--- config.mk ---
export PLATFORM = sky130hd
export DESIGN_NAME = v3a_comb
export DESIGN_NICKNAME = d
export VERILOG_FILES = /design/src/rtl/core/assert_macros.svh /design/src/rtl/core/v3a_pkg.sv /design/src/rtl/core/v3a_comb.sv
export SDC_FILE = /design/constraint.sdc
export NUM_CORES = 1
export LEC_CHECK = 0
export BUFFER_PORTS_ARGS = -buffer_cell sky130_fd_sc_hd__buf_4
export CORE_AREA = 2 2 338 340
export DETAILED_ROUTE_END_ITERATION = 10
export DIE_AREA = 0 0 340 342
export GPL_ROUTABILITY_DRIVEN = 1
export PLACE_DENSITY_LB_ADDON = 0.25
export SLEW_MARGIN = 25
export SYNTH_ARGS = -nofsm -noshare
export SYNTH_HDL_FRONTEND = slang
export SYNTH_SLANG_ARGS = --single-unit
--- constraint.sdc ---
create_clock -name clk_i -period 27.4 [get_ports clk_i]
set_clock_uncertainty 0.2 [all_clocks]
set_input_delay 1.37 -clock clk_i [delete_from_list [all_inputs] [get_ports clk_i]]
set_output_delay 1.37 -clock clk_i [all_outputs]
set_load 0.02 [all_outputs]
--- src/rtl/core/assert_macros.svh ---
// Concurrent assertion helpers for the RTL.
`ifndef ASSERT_MACROS_SVH
`define ASSERT_MACROS_SVH

// Same-cycle implication, off while reset is asserted.
`define ASSERT_IMPLIES(lbl, clk, rst_n, ante, cons, msg) \
  lbl: assert property (@(posedge clk) disable iff (!rst_n) (ante) |-> (cons)) \
    else $error(msg);

// Next-cycle implication, off while reset is asserted.
`define ASSERT_NEXT(lbl, clk, rst_n, ante, cons, msg) \
  lbl: assert property (@(posedge clk) disable iff (!rst_n) (ante) |=> (cons)) \
    else $error(msg);

`endif

--- src/rtl/core/v3a_pkg.sv ---
`default_nettype none
package v3a_pkg;

  localparam int FracBits = 16;
  localparam int DataW    = 32;
  localparam int ProdW    = 2 * DataW;
  localparam int AccW     = ProdW + 2;
  localparam int SqW      = ProdW;
  localparam int RootW    = SqW / 2;
  localparam int NumW     = DataW + FracBits;
  localparam int QuoW     = FracBits + 1;
  localparam int RemW     = RootW + 1;

  typedef enum logic [2:0] {
    CmdAdd   = 3'd0,
    CmdSub   = 3'd1,
    CmdScale = 3'd2,
    CmdDot   = 3'd3,
    CmdCross = 3'd4,
    CmdLen   = 3'd5,
    CmdNorm  = 3'd6
  } cmd_e;

  typedef logic [DataW-1:0] word_t;

  localparam word_t WordMax = {1'b0, {(DataW-1){1'b1}}};
  localparam word_t WordMin = {1'b1, {(DataW-1){1'b0}}};

  // Products and plain sums after the multiplier stage
  typedef struct packed {
    logic [2:0]              cmd;
    word_t [2:0]             a;
    logic [2:0][DataW:0]     addsub;
    logic [5:0][ProdW-1:0]   prod;
  } mul_t;

  // Finished linear results plus the sum of squares
  typedef struct packed {
    logic [2:0]      cmd;
    word_t [2:0]     a;
    word_t [2:0]     r;
    word_t           sc;
    logic            ov;
    logic [SqW-1:0]  sq;
  } comb_t;

  // After the square root
  typedef struct packed {
    logic [2:0]        cmd;
    word_t [2:0]       a;
    word_t [2:0]       r;
    word_t             sc;
    logic              ov;
    logic [RootW-1:0]  root;
  } rt_t;

  // Result beat
  typedef struct packed {
    word_t [2:0] r;
    word_t       sc;
    logic        ov;
  } res_t;

  typedef struct packed {
    word_t val;
    logic  ov;
  } sat_t;

  // Clamp a wide signed value to the word range
  function automatic sat_t sat_acc(input logic signed [AccW-1:0] x);
    sat_t s;
    s.val = x[DataW-1:0];
    s.ov  = 1'b0;
    if (x[AccW-1:DataW-1] != {(AccW-DataW+1){x[AccW-1]}}) begin
      s.ov  = 1'b1;
      s.val = x[AccW-1] ? WordMin : WordMax;
    end
    return s;
  endfunction

endpackage
`default_nettype wire

--- src/rtl/core/v3a_comb.sv ---
`default_nettype none
module v3a_comb (
  input  logic             clk_i,
  input  logic             rst_ni,
  input  logic             in_valid_i,
  output logic             in_ready_o,
  input  v3a_pkg::mul_t    in_i,
  output logic             out_valid_o,
  input  logic             out_ready_i,
  output v3a_pkg::comb_t   out_o
);
  import v3a_pkg::*;

  typedef struct packed {
    logic [2:0]             cmd;
    word_t [2:0]            a;
    logic [2:0][DataW:0]    addsub;
    logic [2:0][AccW-1:0]   w;
  } sum_t;

  sum_t  sum_d, sum_q;
  comb_t fin_d, fin_q;
  logic  v0_q, v1_q;
  logic  rdy0, rdy1;

  // Combine the products into sums or differences
  always_comb begin
    sum_d.cmd    = in_i.cmd;
    sum_d.a      = in_i.a;
    sum_d.addsub = in_i.addsub;
    sum_d.w      = '0;
    case (in_i.cmd)
      CmdScale: begin
        for (int i = 0; i < 3; i++) begin
          sum_d.w[i] = AccW'($signed(in_i.prod[i]));
        end
      end
      CmdDot, CmdLen, CmdNorm: begin
        sum_d.w[0] = AccW'($signed(in_i.prod[0])) + AccW'($signed(in_i.prod[1]))
                   + AccW'($signed(in_i.prod[2]));
      end
      CmdCross: begin
        for (int i = 0; i < 3; i++) begin
          sum_d.w[i] = AccW'($signed(in_i.prod[2*i])) - AccW'($signed(in_i.prod[2*i+1]));
        end
      end
      default: sum_d.w = '0;
    endcase
  end

  // Drop the fraction bits and clamp; add and subtract are only clamped
  always_comb begin
    logic signed [AccW-1:0] sh [3];
    sat_t                   s  [3];
    fin_d.cmd = sum_q.cmd;
    fin_d.a   = sum_q.a;
    fin_d.r   = '0;
    fin_d.sc  = '0;
    fin_d.ov  = 1'b0;
    fin_d.sq  = sum_q.w[0][SqW-1:0];
    for (int i = 0; i < 3; i++) begin
      sh[i] = $signed(sum_q.w[i]) >>> FracBits;
      s[i]  = sat_acc(sh[i]);
    end
    case (sum_q.cmd)
      CmdAdd, CmdSub: begin
        for (int i = 0; i < 3; i++) begin
          s[i]       = sat_acc(AccW'($signed(sum_q.addsub[i])));
          fin_d.r[i] = s[i].val;
        end
        fin_d.ov = s[0].ov | s[1].ov | s[2].ov;
      end
      CmdScale, CmdCross: begin
        for (int i = 0; i < 3; i++) begin
          fin_d.r[i] = s[i].val;
        end
        fin_d.ov = s[0].ov | s[1].ov | s[2].ov;
      end
      CmdDot: begin
        fin_d.sc = s[0].val;
        fin_d.ov = s[0].ov;
      end
      default: fin_d.ov = 1'b0;
    endcase
  end

  assign rdy1       = !v1_q || out_ready_i;
  assign rdy0       = !v0_q || rdy1;
  assign in_ready_o = rdy0;

  always_ff @(posedge clk_i or negedge rst_ni) begin
    if (!rst_ni) begin
      v0_q <= 1'b0;
      v1_q <= 1'b0;
    end else begin
      if (rdy0) v0_q <= in_valid_i;
      if (rdy1) v1_q <= v0_q;
    end
  end

  always_ff @(posedge clk_i) begin
    if (rdy0) sum_q <= sum_d;
    if (rdy1) fin_q <= fin_d;
  end

  assign out_valid_o = v1_q;
  assign out_o       = fin_q;

endmodule
`default_nettype wire

* Word-level counts from Yosys, hierarchy flattened *
Index checks and enable logic that the tools add are counted.

word-level totals
  bits in registers = 690
  logic and storage cells = 73
  output and inout port bits = 294

cells by class
  reductions and logical operators = 8
  equality and inequality tests = 15
  muxes and demuxes = 19
  $add $sub $neg = 5
  bitwise logic cells = 4

operators by type and width
  kind                                            number
  2-to-1 mux 33 bit                               9
  one-hot mux 132 bit (2 select lines)            1
  one-hot mux 66 bit (3 select lines)             1
  subtractor 64 x 64 -> 65 bit                    3
  2-to-1 mux 32 bit                               6
  one-hot mux 96 bit (2 select lines)             1
  adder 65 x 64 -> 66 bit                         1
  adder 64 x 64 -> 65 bit                         1
  inequality test 18 bit                          3
  == test 3 x 2 -> 1 bit (second input constant)  4
  == test 3 bit (second input constant)           4
  bitwise OR 1 bit                                4
  OR reduction 2 bit                              2
  == test 3 x 1 -> 1 bit (second input constant)  1
  zero test 3 bit                                 1
  inequality test 1 bit                           3
  one-hot mux 1 bit (3 select lines)              1
  OR reduction 3 bit                              1
  zero test 1 bit                                 2
  logical OR 1 bit                                2

* Depth between registers and ports, before layout *
  depth after elaboration = 6
  depth in mapped cells = 15

* Least setup slack after synthesis *
OpenSTA, ideal clock, no wires.

  path type = input -> register
  start = input out_ready_i
  end = register sum_q (netlist bit fin_d[0]) (enable)
  data arrival time = 9415 ps
  setup slack = 14200 ps
  path buffers = 0
  required time = 23615 ps
  stages on the path = 1
  path through = nand3b_1

on the way
  word-level cells in the longest chain between the ends = 2

RTL lines
  item                  line             RTL
  start, declared       v3a_comb.sv:9    input logic out_ready_i,
  logical OR 1 bit      v3a_comb.sv:87   assign rdy1 = !v1_q || out_ready_i;
  logical OR 1 bit      v3a_comb.sv:88   assign rdy0 = !v0_q || rdy1;
  end signal, assigned  v3a_comb.sv:102  if (rdy0) sum_q <= sum_d;
  end, declared         v3a_comb.sv:21   sum_t sum_d, sum_q;

No other way between the ends.
A chain may end at the register's enable or synchronous reset.

==> results.toml <==
[cts]
numCtsBuffers = 78
post-cts-setup-buffer-count = 0
clockBufferDepth = 3
clock-sinks = 656
cts_tree = "done"
root_buffer = "clkbuf_16"
hold_buffers = 0
cts_resized = 0
cts_max_level = 3
path_clk_slew_ns = 0.06
insertion_delay_ns = 0.66

[timing]
final_hold_viol_count = 0
fmax_mhz = 177.6
period_minus_slack_ns = 5.630
rsz0062_at_grt = "no"
setup_viol = 0
tightest_slew_ns = 0.9914
period_share = 0.2055
slew_headroom = 0.3391
slew_violations = 0
finalSetupTns_ns = 0

[power]
leakage_nw = 21.70
ir_worst_vdd_mv = 0.03654
power.density_nw_per_um2 = 66.39
total_power_mw = 3.360

[drt]
remaining_drc_errors = 0
wl_um = 164300
drt_pass1_iterations = 5
avgRoutedWirePerCell_um = 26.53
drt_iter0_drc = 2861
via_count = 34020
vias_per_cell = 5.494
ant_nets = 0

[synthesis]
yosys-top-cells-area = "edfxtp_1 (49%), ha_1 (8.2%), a21oi_1 (4.6%)"
yosysSeqAreaShare = 0.4947
ys_seq_elements = 656
avgSynthCellArea_um2 = 10.52
yosysWarnings = 0
synthArstFlopShare = 0.003049
ys.flop_type = "edfxtp_1"
synth.cell_area_um2 = 39800
syn_nets = 4695
yosysTopAreaCell = "edfxtp_1"
synth_cells = 3783
post-synth-top-area-fraction = 0.4935
synth_edf_count = 654
synth_cell_types = 77

[placed_design]
port-buffer-count = 879
dp_hpwl_um = 131900
gp_congestion = 0.9619

[critical_path]
end_kind = "register"
cp.arrival_ns = 5.78
critPathMaxFanout = 5
crit_type = "in2reg"
start_kind = "primary input"
critical_path_required_ns = 27.55

[floorplanning]
die_y_um = 342
pin_count = 880
fp.coreArea_um2 = 113100
die_area_um2 = 116300
die-width_um = 340
start_util = 0.3519
num_rows = 124

[grt]
grt_antenna_before_repair = 47
grt_pass1_vias = 33220
grt_max_degree = 141
grt_usage = 0.2711
grt_overflow = 0
grt_first_pass_wirelength_um = 230200

[layout]
fill_cells = 10870
seq_area_um2 = 19690
area_growth_pct = 27.17
multiInputGateArea_um2 = 18540
drive_gt1_frac = 0.2272
fin_nets = 5513

[flow_run]
cap_violations = 0

[outcome]
status = "finished clean"

[hold_path]
holdCritPathClass = "reg2reg"
-- per-layer routing --
metal,global-route usage,vias up,part of all wire
met2,0.4639,1387,0.49
li1,-,15730,-
met3,0.07357,291,0.083
met5,0,-,0.0021
met1,0.3292,16560,0.39
met4,0.09145,52,0.034
-- stage by stage --
step / area [um2] / setup slack, ns / hold WS (ns) / utilization / std cells
finish: 50610 / 21.77 / 0.2009 / 0.4475 / 6192
CTS: 50560 / 21.94 / 0.2077 / 0.4471 / 6173
detailed placement: 47990 / 21.24 / 0.2045 / 0.4243 / 6033
floorplan: 39800 / 14.20 / 0.2003 / - / 3783
global route: 50590 / 21.52 / 0.2131 / 0.4473 / 6183
global placement: 47990 / 21.28 / 0.2005 / 0.4243 / 6033
-- state kept, by name (all words and copies together) (netlist names) --
signal / flops
v0_q: 1
fin_d: 163
sum_q: 199
out_valid_o: 1
out_o: 292
-- critical path: stages --
cell,delay (ns)
buf_4,0.14
fa_1,0.54
ha_1,0.19
inv_1,0.06
fa_1,0.39
nand2b_1,0.18
a21oi_1,0.21
o21ai_0,0.19
o21ai_1,0.44
a31oi_1,0.27
o41ai_2,0.58
a21oi_1,0.28
o21bai_1,0.44
a41oi_1,0.20
xor2_1,0.16
o221ai_1,0.14
-- cells by family (layout without fill, tap and decap cells) --
| logic type | after synthesis | in the layout | share of synthesized area |
|---|---|---|---|
| fa+ha+maj | 326 | 326 | 0.1149 |
| other cells | 0 | 19 | 0 |
| xor+xnor | 207 | 207 | 0.04555 |
| compound gates | 1214 | 1214 | 0.1901 |
| mux | 9 | 9 | 0.002264 |
| flops | 656 | 656 | 0.4947 |
| buf+inv | 439 | 1317 | 0.04159 |
| simple gates | 932 | 932 | 0.1108 |
-- cell type report --
class / count / share of cell area
multi-input cells: 2688 / 0.3664
clock buffers: 100 / 0.04119
repair buffers: 912 / 0.1358
inverters: 265 / 0.01965
flip-flops and latches: 656 / 0.3890
well taps: 1512 / 0.03738
clock inverters: 40 / 0.009691
diodes: 19 / 0.0009394
-- power breakdown --
| group | internal [mW] | total [mW] | switching [mW] |
|---|---|---|---|
| logic | 0.376 | 0.974 | 0.599 |
| clock network | 0.611 | 1.05 | 0.442 |
| registers | 1.27 | 1.33 | 0.0639 |
| total | 2.26 | 3.36 | 1.10 |
-- cells in the mapped netlist, drive strengths merged, types with 9 or more instances --
library cell,n
nor4,17
o21ai,271
o31ai,20
clkbuf,166
fa,66
inv,265
a22o,14
nor2,245
o221ai,15
a21oi,363
xor2,92
a221oi,13
or4,9
nand3,52
ha,260
nand4,87
a211oi,27
nor2b,82
nor3,46
and2,16
edfxtp,654
o211ai,26
o21a,24
a22oi,40
nand2b,27
xnor2,115
a21o,142
nand2,294
a31oi,28
o21bai,48
and3,23
mux2i,9
o22ai,105
-- path summary, 6_finish.rpt --
kind	from	endpoint	slack, ns	cells past startpoint
worst max-delay path	in_i[1]	fin_d[59]	21.77	16
worst min-delay path	fin_d[241]	out_o[241]	0.20	0
worst max register to register	out_valid_o	sum_q[169]	23.49	5
worst min register to register	fin_d[241]	out_o[241]	0.20	0
max in group asynchronous	rst_ni	out_valid_o	26.62	1
min in group asynchronous	rst_ni	out_valid_o	0.29	1
-- layout by cell type (no fill, tap or decap), types with 9 or more instances in the layout --
cell / count
a211oi_1: 27
a21o_1: 142
a21oi_1: 361
a221oi_1: 11
a22o_1: 14
a22oi_1: 40
a31oi_1: 28
and2_1: 15
and3_1: 23
buf_4: 910
clkbuf_1: 17
clkbuf_16: 78
clkinv_1: 11
clkinv_2: 9
diode_2: 19
edfxtp_1: 654
fa_1: 66
ha_1: 260
inv_1: 265
mux2i_1: 9
nand2_1: 293
nand2b_1: 25
nand3_1: 52
nand4_1: 87
nor2_1: 240
nor2b_1: 82
nor3_1: 45
nor4_1: 17
o211ai_1: 26
o21a_1: 24
o21ai_0: 250
o21ai_1: 19
o21bai_1: 48
o221ai_1: 15
o22ai_1: 103
o31ai_1: 20
xnor2_1: 115
xor2_1: 92
Note: power is estimated with default switching activity, not from simulation.
